<file path="src/hamming_secded_codec_core_defines.svh">
// assertion macros used by the secded codec top level
`ifndef HAMMING_SECDED_CODEC_CORE_DEFINES_SVH
`define HAMMING_SECDED_CODEC_CORE_DEFINES_SVH

// same-cycle implication, sampled on clock, off while reset is high
`define HSC_ASSERT_NOW(label, ante, cons, msg) \
   label: assert property (@(posedge clock) disable iff (reset) (ante) |-> (cons)) \
      else $error(msg);

// next-cycle implication, sampled on clock, off while reset is high
`define HSC_ASSERT_NEXT(label, ante, cons, msg) \
   label: assert property (@(posedge clock) disable iff (reset) (ante) |=> (cons)) \
      else $error(msg);

`endif

</file>
<file path="src/hsc_pkg.sv">
// package with sizes, codes, types and bit-mapping functions of the secded codec
`timescale 1ns / 1ps

package hsc_pkg;

   // code geometry
   localparam int CHECK_BITS = 6;
   localparam int DATA_BITS  = 1 << (CHECK_BITS - 1);
   localparam int CODE_BITS  = DATA_BITS + CHECK_BITS;

   // transaction field widths
   localparam int DATA_W   = 32;
   localparam int CODE_W   = 39;
   localparam int SYN_W    = 6;
   localparam int STATUS_W = 3;

   // command codes
   localparam logic CMD_ENCODE = 1'b0;
   localparam logic CMD_DECODE = 1'b1;

   // status codes
   localparam logic [STATUS_W-1:0] STATUS_CLEAN     = 3'd0;
   localparam logic [STATUS_W-1:0] STATUS_CORRECTED = 3'd1;
   localparam logic [STATUS_W-1:0] STATUS_DOUBLE    = 3'd2;
   localparam logic [STATUS_W-1:0] STATUS_PARITY    = 3'd3;
   localparam logic [STATUS_W-1:0] STATUS_RANGE     = 3'd4;

   // result transaction payload
   typedef struct packed {
      logic [CODE_W-1:0]   code_out;
      logic [DATA_W-1:0]   data_out;
      logic [SYN_W-1:0]    syndrome;
      logic [STATUS_W-1:0] status;
   } rsp_type;

   // true for 1-based check positions
   function automatic logic is_pow2(input int p);
      return (p & (p - 1)) == 0;
   endfunction

   // xor of the 1-based positions of all set bits
   function automatic logic [CHECK_BITS-1:0] pos_xor(input logic [CODE_BITS-1:0] w);
      logic [CHECK_BITS-1:0] s;
      s = '0;
      for (int p = 1; p <= CODE_BITS; p++) begin
         if (w[p-1]) begin
            s = s ^ CHECK_BITS'(p);
         end
      end
      return s;
   endfunction

   // place data bits at the non-check positions
   function automatic logic [CODE_BITS-1:0] scatter_data(input logic [DATA_BITS-1:0] d);
      logic [CODE_BITS-1:0] w;
      int                   k;
      w = '0;
      k = 0;
      for (int p = 1; p <= CODE_BITS; p++) begin
         if (!is_pow2(p)) begin
            w[p-1] = d[k];
            k++;
         end
      end
      return w;
   endfunction

   // pull data bits back out of the non-check positions
   function automatic logic [DATA_BITS-1:0] gather_data(input logic [CODE_BITS-1:0] w);
      logic [DATA_BITS-1:0] d;
      int                   k;
      d = '0;
      k = 0;
      for (int p = 1; p <= CODE_BITS; p++) begin
         if (!is_pow2(p)) begin
            d[k] = w[p-1];
            k++;
         end
      end
      return d;
   endfunction

endpackage

</file>
<file path="src/hsc_req_if.sv">
// request channel carrying command, data word and received codeword
`timescale 1ns / 1ps

interface hsc_req_if
   import hsc_pkg::*;
();
   logic              valid;
   logic              ready;
   logic              command;
   logic [DATA_W-1:0] data_in;
   logic [CODE_W-1:0] code_in;

   modport source (output valid, command, data_in, code_in, input ready);
   modport sink (input valid, command, data_in, code_in, output ready);
endinterface

</file>
<file path="src/hsc_rsp_if.sv">
// response channel carrying codeword, data word, syndrome and status
`timescale 1ns / 1ps

interface hsc_rsp_if
   import hsc_pkg::*;
();
   logic                valid;
   logic                ready;
   logic [CODE_W-1:0]   code_out;
   logic [DATA_W-1:0]   data_out;
   logic [SYN_W-1:0]    syndrome;
   logic [STATUS_W-1:0] status;

   modport source (output valid, code_out, data_out, syndrome, status, input ready);
   modport sink (input valid, code_out, data_out, syndrome, status, output ready);
endinterface

</file>
<file path="src/hsc_enc.sv">
// secded encoder: data word to codeword with check bits and overall parity
`timescale 1ns / 1ps

module hsc_enc
   import hsc_pkg::*;
(
   input  logic [DATA_W-1:0] data_in,
   output rsp_type           result
);

   logic [CODE_BITS-1:0]  body_raw;
   logic [CHECK_BITS-1:0] checks;
   logic [CODE_BITS-1:0]  body;
   logic                  overall;

   // data bits into place, check bits from the position xor
   always_comb begin
      body_raw = scatter_data(data_in[DATA_BITS-1:0]);
      checks   = pos_xor(body_raw);
      body     = body_raw;
      for (int k = 0; k < CHECK_BITS; k++) begin
         body[(1 << k) - 1] = checks[k];
      end
      overall = ^body;
   end

   // only the codeword is meaningful on encode
   always_comb begin
      result          = '0;
      result.code_out = CODE_W'({overall, body});
   end

endmodule

</file>
<file path="src/hsc_dec.sv">
// secded decoder: syndrome, single-error correction, status and data extraction
`timescale 1ns / 1ps

module hsc_dec
   import hsc_pkg::*;
(
   input  logic [CODE_W-1:0] code_in,
   output rsp_type           result
);

   logic [CODE_BITS-1:0]  body;
   logic                  mismatch;
   logic [CHECK_BITS-1:0] syn;
   logic                  in_range;
   logic [CODE_BITS-1:0]  flip;
   logic [STATUS_W-1:0]   status;

   // syndrome and overall parity check
   always_comb begin
      body     = code_in[CODE_BITS-1:0];
      mismatch = (^body) ^ code_in[CODE_BITS];
      syn      = pos_xor(body);
      in_range = syn <= CHECK_BITS'(CODE_BITS);
   end

   // one-hot flip mask, only for a correctable single error
   always_comb begin
      for (int p = 1; p <= CODE_BITS; p++) begin
         flip[p-1] = mismatch && (syn == CHECK_BITS'(p));
      end
   end

   // error classification
   always_comb begin
      if (syn == '0) begin
         status = mismatch ? STATUS_PARITY : STATUS_CLEAN;
      end else if (!mismatch) begin
         status = STATUS_DOUBLE;
      end else if (in_range) begin
         status = STATUS_CORRECTED;
      end else begin
         status = STATUS_RANGE;
      end
   end

   // codeword field stays zero on decode
   always_comb begin
      result          = '0;
      result.data_out = DATA_W'(gather_data(body ^ flip));
      result.syndrome = SYN_W'(syn);
      result.status   = status;
   end

endmodule

</file>
<file path="src/hamming_secded_codec_core.sv">
// top level of the extended hamming secded codec: input stage, codec logic, result stage
//
//   channel | dir | handshake     | payload
//   --------+-----+---------------+----------------------------------------------
//   req     | in  | valid / ready | command, data_in, code_in
//   rsp     | out | valid / ready | code_out, data_out, syndrome, status
//
// one transaction per clock sustained while rsp is ready; req enters the input register,
// then the result register, and the two bound a single pass of xor trees
// both stages advance while the result stage is empty or rsp is taken; req is still
// accepted into an empty input stage while a finished result waits
// reset is synchronous, active high, and clears only the stage valid flags
`timescale 1ns / 1ps
`include "hamming_secded_codec_core_defines.svh"

module hamming_secded_codec_core
   import hsc_pkg::*;
(
   input  logic      clock,
   input  logic      reset,
   hsc_req_if.sink   req,
   hsc_rsp_if.source rsp
);

   logic              in_valid_ff, in_valid_in;
   logic              in_cmd_ff;
   logic [DATA_W-1:0] in_data_ff;
   logic [CODE_W-1:0] in_code_ff;

   logic              out_valid_ff, out_valid_in;
   rsp_type           out_ff, out_in;

   logic              out_open;
   logic              in_advance;
   logic              req_fire;

   rsp_type           enc_result;
   rsp_type           dec_result;

   // stage flow control
   assign out_open   = !out_valid_ff || rsp.ready;
   assign in_advance = in_valid_ff && out_open;
   assign req.ready  = !in_valid_ff || out_open;
   assign req_fire   = req.valid && req.ready;

   // input stage
   always_comb begin
      if (req_fire) begin
         in_valid_in = 1'b1;
      end else if (in_advance) begin
         in_valid_in = 1'b0;
      end else begin
         in_valid_in = in_valid_ff;
      end
   end

   always_ff @(posedge clock) begin
      if (reset) begin
         in_valid_ff <= 1'b0;
      end else begin
         in_valid_ff <= in_valid_in;
      end
   end

   always_ff @(posedge clock) begin
      if (req_fire) begin
         in_cmd_ff  <= req.command;
         in_data_ff <= req.data_in;
         in_code_ff <= req.code_in;
      end
   end

   // codec logic
   hsc_enc u_enc (
      .data_in (in_data_ff),
      .result  (enc_result)
   );

   hsc_dec u_dec (
      .code_in (in_code_ff),
      .result  (dec_result)
   );

   // result select and result stage
   always_comb begin
      out_in       = (in_cmd_ff == CMD_ENCODE) ? enc_result : dec_result;
      out_valid_in = out_open ? in_valid_ff : out_valid_ff;
   end

   always_ff @(posedge clock) begin
      if (reset) begin
         out_valid_ff <= 1'b0;
      end else begin
         out_valid_ff <= out_valid_in;
      end
   end

   always_ff @(posedge clock) begin
      if (in_advance) begin
         out_ff <= out_in;
      end
   end

   // response outputs
   assign rsp.valid    = out_valid_ff;
   assign rsp.code_out = out_ff.code_out;
   assign rsp.data_out = out_ff.data_out;
   assign rsp.syndrome = out_ff.syndrome;
   assign rsp.status   = out_ff.status;

   // checks
   `HSC_ASSERT_NOW(a_full_stalls_req, in_valid_ff && out_valid_ff && !rsp.ready, !req.ready, "req taken while both stages are full")
   `HSC_ASSERT_NEXT(a_advance_fills_out, in_advance, out_valid_ff, "advanced transaction lost from result stage")
   `HSC_ASSERT_NOW(a_decode_no_code, out_valid_ff && out_ff.status != STATUS_CLEAN, out_ff.code_out == '0, "decode result carries a codeword")
   `HSC_ASSERT_NOW(a_corrected_syn, out_valid_ff && out_ff.status == STATUS_CORRECTED, out_ff.syndrome != '0 && out_ff.syndrome <= SYN_W'(CODE_BITS), "correction with a syndrome outside the codeword")

endmodule

</file>
<file path="src/flat_wrapper.sv">
// flat-port wrapper written by rule: the top's interface ports become plain ports
module hamming_secded_codec_core_flat import hsc_pkg::*;
  (clock, reset, req_valid, req_command, req_data_in, req_code_in, req_ready, rsp_valid, rsp_code_out, rsp_data_out, rsp_syndrome, rsp_status, rsp_ready);
  hsc_req_if req_i ();
  hsc_rsp_if rsp_i ();
  input  logic clock;
  input  logic reset;
  input wire logic [$bits(req_i.valid)-1:0] req_valid;
  input wire logic [$bits(req_i.command)-1:0] req_command;
  input wire logic [$bits(req_i.data_in)-1:0] req_data_in;
  input wire logic [$bits(req_i.code_in)-1:0] req_code_in;
  output wire logic [$bits(req_i.ready)-1:0] req_ready;
  output wire logic [$bits(rsp_i.valid)-1:0] rsp_valid;
  output wire logic [$bits(rsp_i.code_out)-1:0] rsp_code_out;
  output wire logic [$bits(rsp_i.data_out)-1:0] rsp_data_out;
  output wire logic [$bits(rsp_i.syndrome)-1:0] rsp_syndrome;
  output wire logic [$bits(rsp_i.status)-1:0] rsp_status;
  input wire logic [$bits(rsp_i.ready)-1:0] rsp_ready;
  assign req_i.valid = req_valid;
  assign req_i.command = req_command;
  assign req_i.data_in = req_data_in;
  assign req_i.code_in = req_code_in;
  assign req_ready = req_i.ready;
  assign rsp_valid = rsp_i.valid;
  assign rsp_code_out = rsp_i.code_out;
  assign rsp_data_out = rsp_i.data_out;
  assign rsp_syndrome = rsp_i.syndrome;
  assign rsp_status = rsp_i.status;
  assign rsp_i.ready = rsp_ready;
  hamming_secded_codec_core u_core (.clock(clock), .reset(reset), .req(req_i), .rsp(rsp_i));
endmodule
</file>
<file path="config.mk">
export PLATFORM = sky130hd
export DESIGN_NAME = hamming_secded_codec_core_flat
export DESIGN_NICKNAME = d
export VERILOG_FILES = /design/src/hsc_pkg.sv /design/src/hsc_req_if.sv /design/src/hsc_rsp_if.sv /design/src/hsc_enc.sv /design/src/hsc_dec.sv /design/src/hamming_secded_codec_core.sv /design/src/flat_wrapper.sv
export VERILOG_INCLUDE_DIRS = /design/src /design/src/src
export SDC_FILE = /design/constraint.sdc
export NUM_CORES = 1
export LEC_CHECK = 0
export ABC_CLOCK_PERIOD_IN_PS = 11300
export BUFFER_PORTS_ARGS = -buffer_cell sky130_fd_sc_hd__buf_2
export CORE_ASPECT_RATIO = 1.4
export CORE_UTILIZATION = 45
export DETAILED_ROUTE_END_ITERATION = 8
export PLACE_DENSITY = 0.68
export SLEW_MARGIN = 20
export SYNTH_ARGS = -nofsm -noshare
export SYNTH_HDL_FRONTEND = slang
export SYNTH_SLANG_ARGS = --single-unit
</file>
<file path="constraint.sdc">
create_clock -name clock -period 11.3 [get_ports clock]
set_input_delay 2.26 -clock clock [delete_from_list [all_inputs] [get_ports clock]]
set_output_delay 2.26 -clock clock [all_outputs]
set_load 0.01 [all_outputs]
</file>
# == Yosys cells after proc, flatten, opt, wreduce, memory -nomap -nowiden ==
# Index checks and enable logic that the tools add are counted.
# word_totals
elab_cells,242
ff_bits,154
out_inout_bits,82
# classes
mux,76
n_bitwise,70
reduce_logical,48
eq_ne,38
order_cmp,1
# ops
op,count
5-bit 2-to-1 mux,31
"6-bit by 5-bit equality test with 1-bit output, second input constant",16
6-bit 2-to-1 mux,13
3-bit inverter,26
38-bit XOR reduction,2
4-bit 2-to-1 mux,15
2-bit inverter,25
"6-bit by 4-bit equality test with 1-bit output, second input constant",8
"6-bit equality test, second input constant",7
1-bit logical AND,40
4-bit inverter,10
38-bit XOR,1
3-bit 2-to-1 mux,10
"6-bit by 3-bit equality test with 1-bit output, second input constant",4
"6-bit by 2-bit equality test with 1-bit output, second input constant",2
5-bit inverter,2
2-bit 2-to-1 mux,4
"6-bit by 1-bit equality test with 1-bit output, second input constant",1
"6-bit less-or-equal comparator, second input constant",1
6-bit zero test,1
"1-bit inverter, first input constant",5
1-bit 2-to-1 mux,3
1-bit zero test,2
1-bit logical OR,2
2 further kinds,2

# == Logic depth before layout (Yosys ltp) ==
# depth
depth_word,74
ltp_mapped,9
ltp_nobuf,7

# == Modules after synthesis ==
# A second synthesis with hierarchy kept.
# unflattened
hier_cells,583
hier_area_um2,8907.3
# by_module_without_submodules
mod,cells_each,instances,area_each_um2
hamming_secded_codec_core,251,1,6020.8
hsc_dec,199,1,1690.4
hsc_enc,133,1,1196.1

# == Worst setup path before layout ==
# No wires, ideal clock.
# synth_timing
path_kind,input to register
from,in rsp_ready
to,reg u_core.out_ff (netlist bit u_core.rsp.code_out[0]) (enable)
n_path_buf,0
path_slack_ns,4.882
t_arrival_ns,5.889
stages,2
setup_ns,0.529
path_cell_list,nor2b_1 > nor2b_1
# synth_via
elab_chain_len,2
# synth_rtl
item,line_no,source
"start, declared",flat_wrapper.sv:18,input wire logic [$bits(rsp_i.ready)-1:0] rsp_ready;
1-bit logical OR,hamming_secded_codec_core.sv:41,assign out_open = !out_valid_ff || rsp.ready;
1-bit logical AND,hamming_secded_codec_core.sv:42,assign in_advance = in_valid_ff && out_open;
net u_core.in_advance,hamming_secded_codec_core.sv:34,logic in_advance;
"end signal, assigned",hamming_secded_codec_core.sv:100,out_ff <= out_in;
"end, declared",hamming_secded_codec_core.sv:31,"rsp_type out_ff, out_in;"
# The timed path passes the listed nets, and every way through them passes these cells.
# A chain may end at the register's enable or synchronous reset.

# == Worst setup path in the final report ==
# layout_timing
from,in rsp_ready
to,out req_ready
# layout_via
elab_chain_len,2
# layout_rtl
item,line_no,source
1-bit logical OR,hamming_secded_codec_core.sv:41,
1-bit logical OR,hamming_secded_codec_core.sv:43,assign req.ready = !in_valid_ff || out_open;
"end, declared",flat_wrapper.sv:12,output wire logic [$bits(req_i.ready)-1:0] req_ready;
# Every way passes these cells.

==> impl_metrics.ini <==
[critical_path]
cpPeakStageDelay_ps = 300
r2r_cells = 7
critPathSlowestCell = nor2b_1
worstPathCellList = buf_2 -> nor2b_1 -> nand2_1 -> buf_2
worstSetupStartpointType = input pin
crit_type = in -> out
cp_max_fo = 4
crit_buf_inv = 2
r2r-end = u_core.rsp.status[1]
r2r_setup_slack_ps = 7850
cp.required_ps = 9040
r2r_start = u_core.in_code_ff[14]
crit_arrival_ps = 2950
cpMostUsedCell = buf_2
endpoint_kind = primary output
crit_family = simple AND/OR/NAND/NOR gates

[clock_network]
root_buffer = clkbuf_16
cts_resized = 0
cts_made_buffers = 17
clkTransAtPathRegs_ps = 60
clockBufferDepth = 2
cts_hold_buf = 0
cts_tree = done
htree_levels = 4
cts_setup_buffers = 0
cts_sinks = 154
clock_latency_ps = 410

[logic_synthesis]
synth-edff-count = 152
synthCells = 489
synth_xor_area_share_pct = 19.4
synth-simple-area-share_pct = 9.85
synth_warnings = 0
synth_fa_ha_area_share_pct = 0
synth_compound_area_share_pct = 5.21
synth_area_sq_mm = 0.00735
ys_seq_elements = 154
avgSynthCellArea_sq_um = 15.0
synth_top_family_by_area = XOR/XNOR gates
syn_nets = 565
synthArstFlopShare_pct = 0
synth_cell_type_count = 38
synth.area.mux_share_pct = 1.16
synth-main-ff-cell = edfxtp_1
seq_area_frac_synth_pct = 62.6

[floorplan]
design.portCount = 158
initial_utilization_pct = 46.5
core_sq_mm = 0.0158
die_w_um = 110
die_y_um = 153
std_cell_rows = 54
die_area_sq_mm = 0.0169

[routing]
drt-total-wl_mm = 15.1
avgRoutedWirePerCell_um = 17.6
viasPerCell = 5.21
vias = 4466
drt-initial-drc-count = 162
firstDrtPassIters = 5
drc = 0
ant_nets = 0

[job]
cap_violations = 0

[hold_path]
hp-class = reg -> reg
whs_path_depth = 2
min_to = u_core.rsp.valid
hold_start = u_core.in_valid_ff

[power_and_ir_drop]
irDropWorstVdd_uv = 130
p_leak_nw = 3.34
power.density_mw_per_mm2 = 211

[grt]
grt_pass1_vias = 4493
grt_pass1_wl_mm = 23.5
grt_antenna_before_repair = 1
grt_max_degree = 81
grt-ovfl-total = 0
grt_use_total_pct = 19.0

[finish]
final_cell_mix = buf_2 (157), edfxtp_1 (152), xnor2_1 (79), nor2b_1 (33), a21oi_1 (30)
final_common_cell = buf_2
layout-drive-gt1-share_pct = 32.2
areaGrowthSynthToFinish_pct = 21.0
nets = 725
layoutNonFillerInstCount = 858
final_area_sq_mm = 0.00890
num_antenna_cells = 0

[sta]
timing.max_slew.rel_slack_pct = 32.0
max_freq_ghz = 0.192
tightestPinTransition_ps = 1020
finalSetupViolCount = 0
hold_violations = 0
skew_ps = 7.59
drv_slew = 0
rsz0062_at_grt = no
fin_crit_sh_pct = 46.1
finalSetupTns_ps = 0
final.min_clock_period_ps = 5210

[place]
placedCellCount = 826
numPortBuffers = 157
place_area_sq_mm = 0.00831
gp_congestion = 0.822
dp_hpwl_mm = 11.0

[outcome]
outcome = completed
[worst max-delay path by stage]
| stage | startpoint | end | slack, ps | cells past startpoint |
|---|---|---|---|---|
| floorplan | rsp_ready | u_core.rsp.code_out[0] | 4880 | 2 |
| global placement | rsp_ready | req_ready | 6150 | 4 |
| detailed placement | rsp_ready | req_ready | 6100 | 4 |
| CTS | rsp_ready | req_ready | 6090 | 4 |
| global route | rsp_ready | req_ready | 6020 | 4 |
| finish | rsp_ready | req_ready | 6090 | 4 |
[report_power, final]
| group | internal [W] | switching, W | total [W] |
|---|---|---|---|
| combinational | 0.000240 | 0.000364 | 0.000604 |
| clock | 0.000330 | 0.000234 | 0.000564 |
| sequential | 0.000685 | 0.0000224 | 0.000707 |
[tightest hold or removal path: cells and delay by family (launching register included)]
kind | cells | cell delay [ps]
flip-flops | 1 | 330
AND/OR/NAND/NOR | 2 | 140
[layer usage]
metal | part of all wire (%) | up-vias | GRT usage [%] | routed length, um
li1 | - | 2139 | - | -
met1 | 36 | 2125 | 19.8 | 5400
met2 | 56 | 170 | 34.9 | 8450
met3 | 5.8 | 32 | 5.29 | 878
met4 | 2.6 | 0 | 7.75 | 397
met5 | 0 | - | 0 | 0
[stage by stage]
step / utilization (%) / hold slack (ps) / power [W] / setup WS [ps]
floorplan: - / 478 / 0.00121 / 4880
global placement: 52.6 / 499 / 0.00130 / 6150
detailed placement: 52.6 / 506 / 0.00132 / 6100
CTS: 56.3 / 515 / 0.00189 / 6090
global route: 56.3 / 545 / 0.00197 / 6020
finish: 56.3 / 514 / 0.00188 / 6090
[state kept, by name, summed over array words and instances, names as in the netlist]
register             cells
u_core.in_data_ff       32
u_core.in_valid_ff       1
u_core.in_code_ff       39
u_core.rsp.valid         1
u_core.in_cmd_ff         1
u_core.rsp.syndrome      6
u_core.rsp.code_out     39
u_core.rsp.status        3
u_core.rsp.data_out     32
[cell type report]
| class | instances | area [sq um] |
|---|---|---|
| inverters | 3 | 11.3 |
| multi-input cells | 311 | 2630 |
| fillers | 1313 | 6910 |
| clock inverters | 14 | 159 |
| repair buffers | 162 | 823 |
| flip-flops and latches | 154 | 4600 |
| well taps | 196 | 245 |
| clock buffers | 18 | 429 |
[kinds of logic after synthesis]
family | after synthesis
flops | 154
xor+xnor | 125
simple gates | 117
compound gates | 61
buf+inv | 24
mux | 8
[synthesized netlist by cell type (3+ instances only)]
cell type	n	area, sq um
a21oi_1	30	150
and2_1	4	25.0
buf_2	4	20.0
buf_6	5	56.3
clkbuf_1	12	45.0
edfxtp_1	152	4560
inv_1	3	11.3
mux2i_1	7	70.1
nand2_1	9	33.8
nand2b_1	8	50.1
nor2_1	16	60.1
nor2b_1	34	213
nor3b_1	4	30.0
nor4_1	4	25.0
o31ai_1	28	210
or4_1	28	210
xnor2_1	79	692
xnor2_2	4	65.1
xnor3_1	10	225
xnor3_2	6	143
xor2_1	21	184
Note: power is estimated with default switching activity, not from simulation.
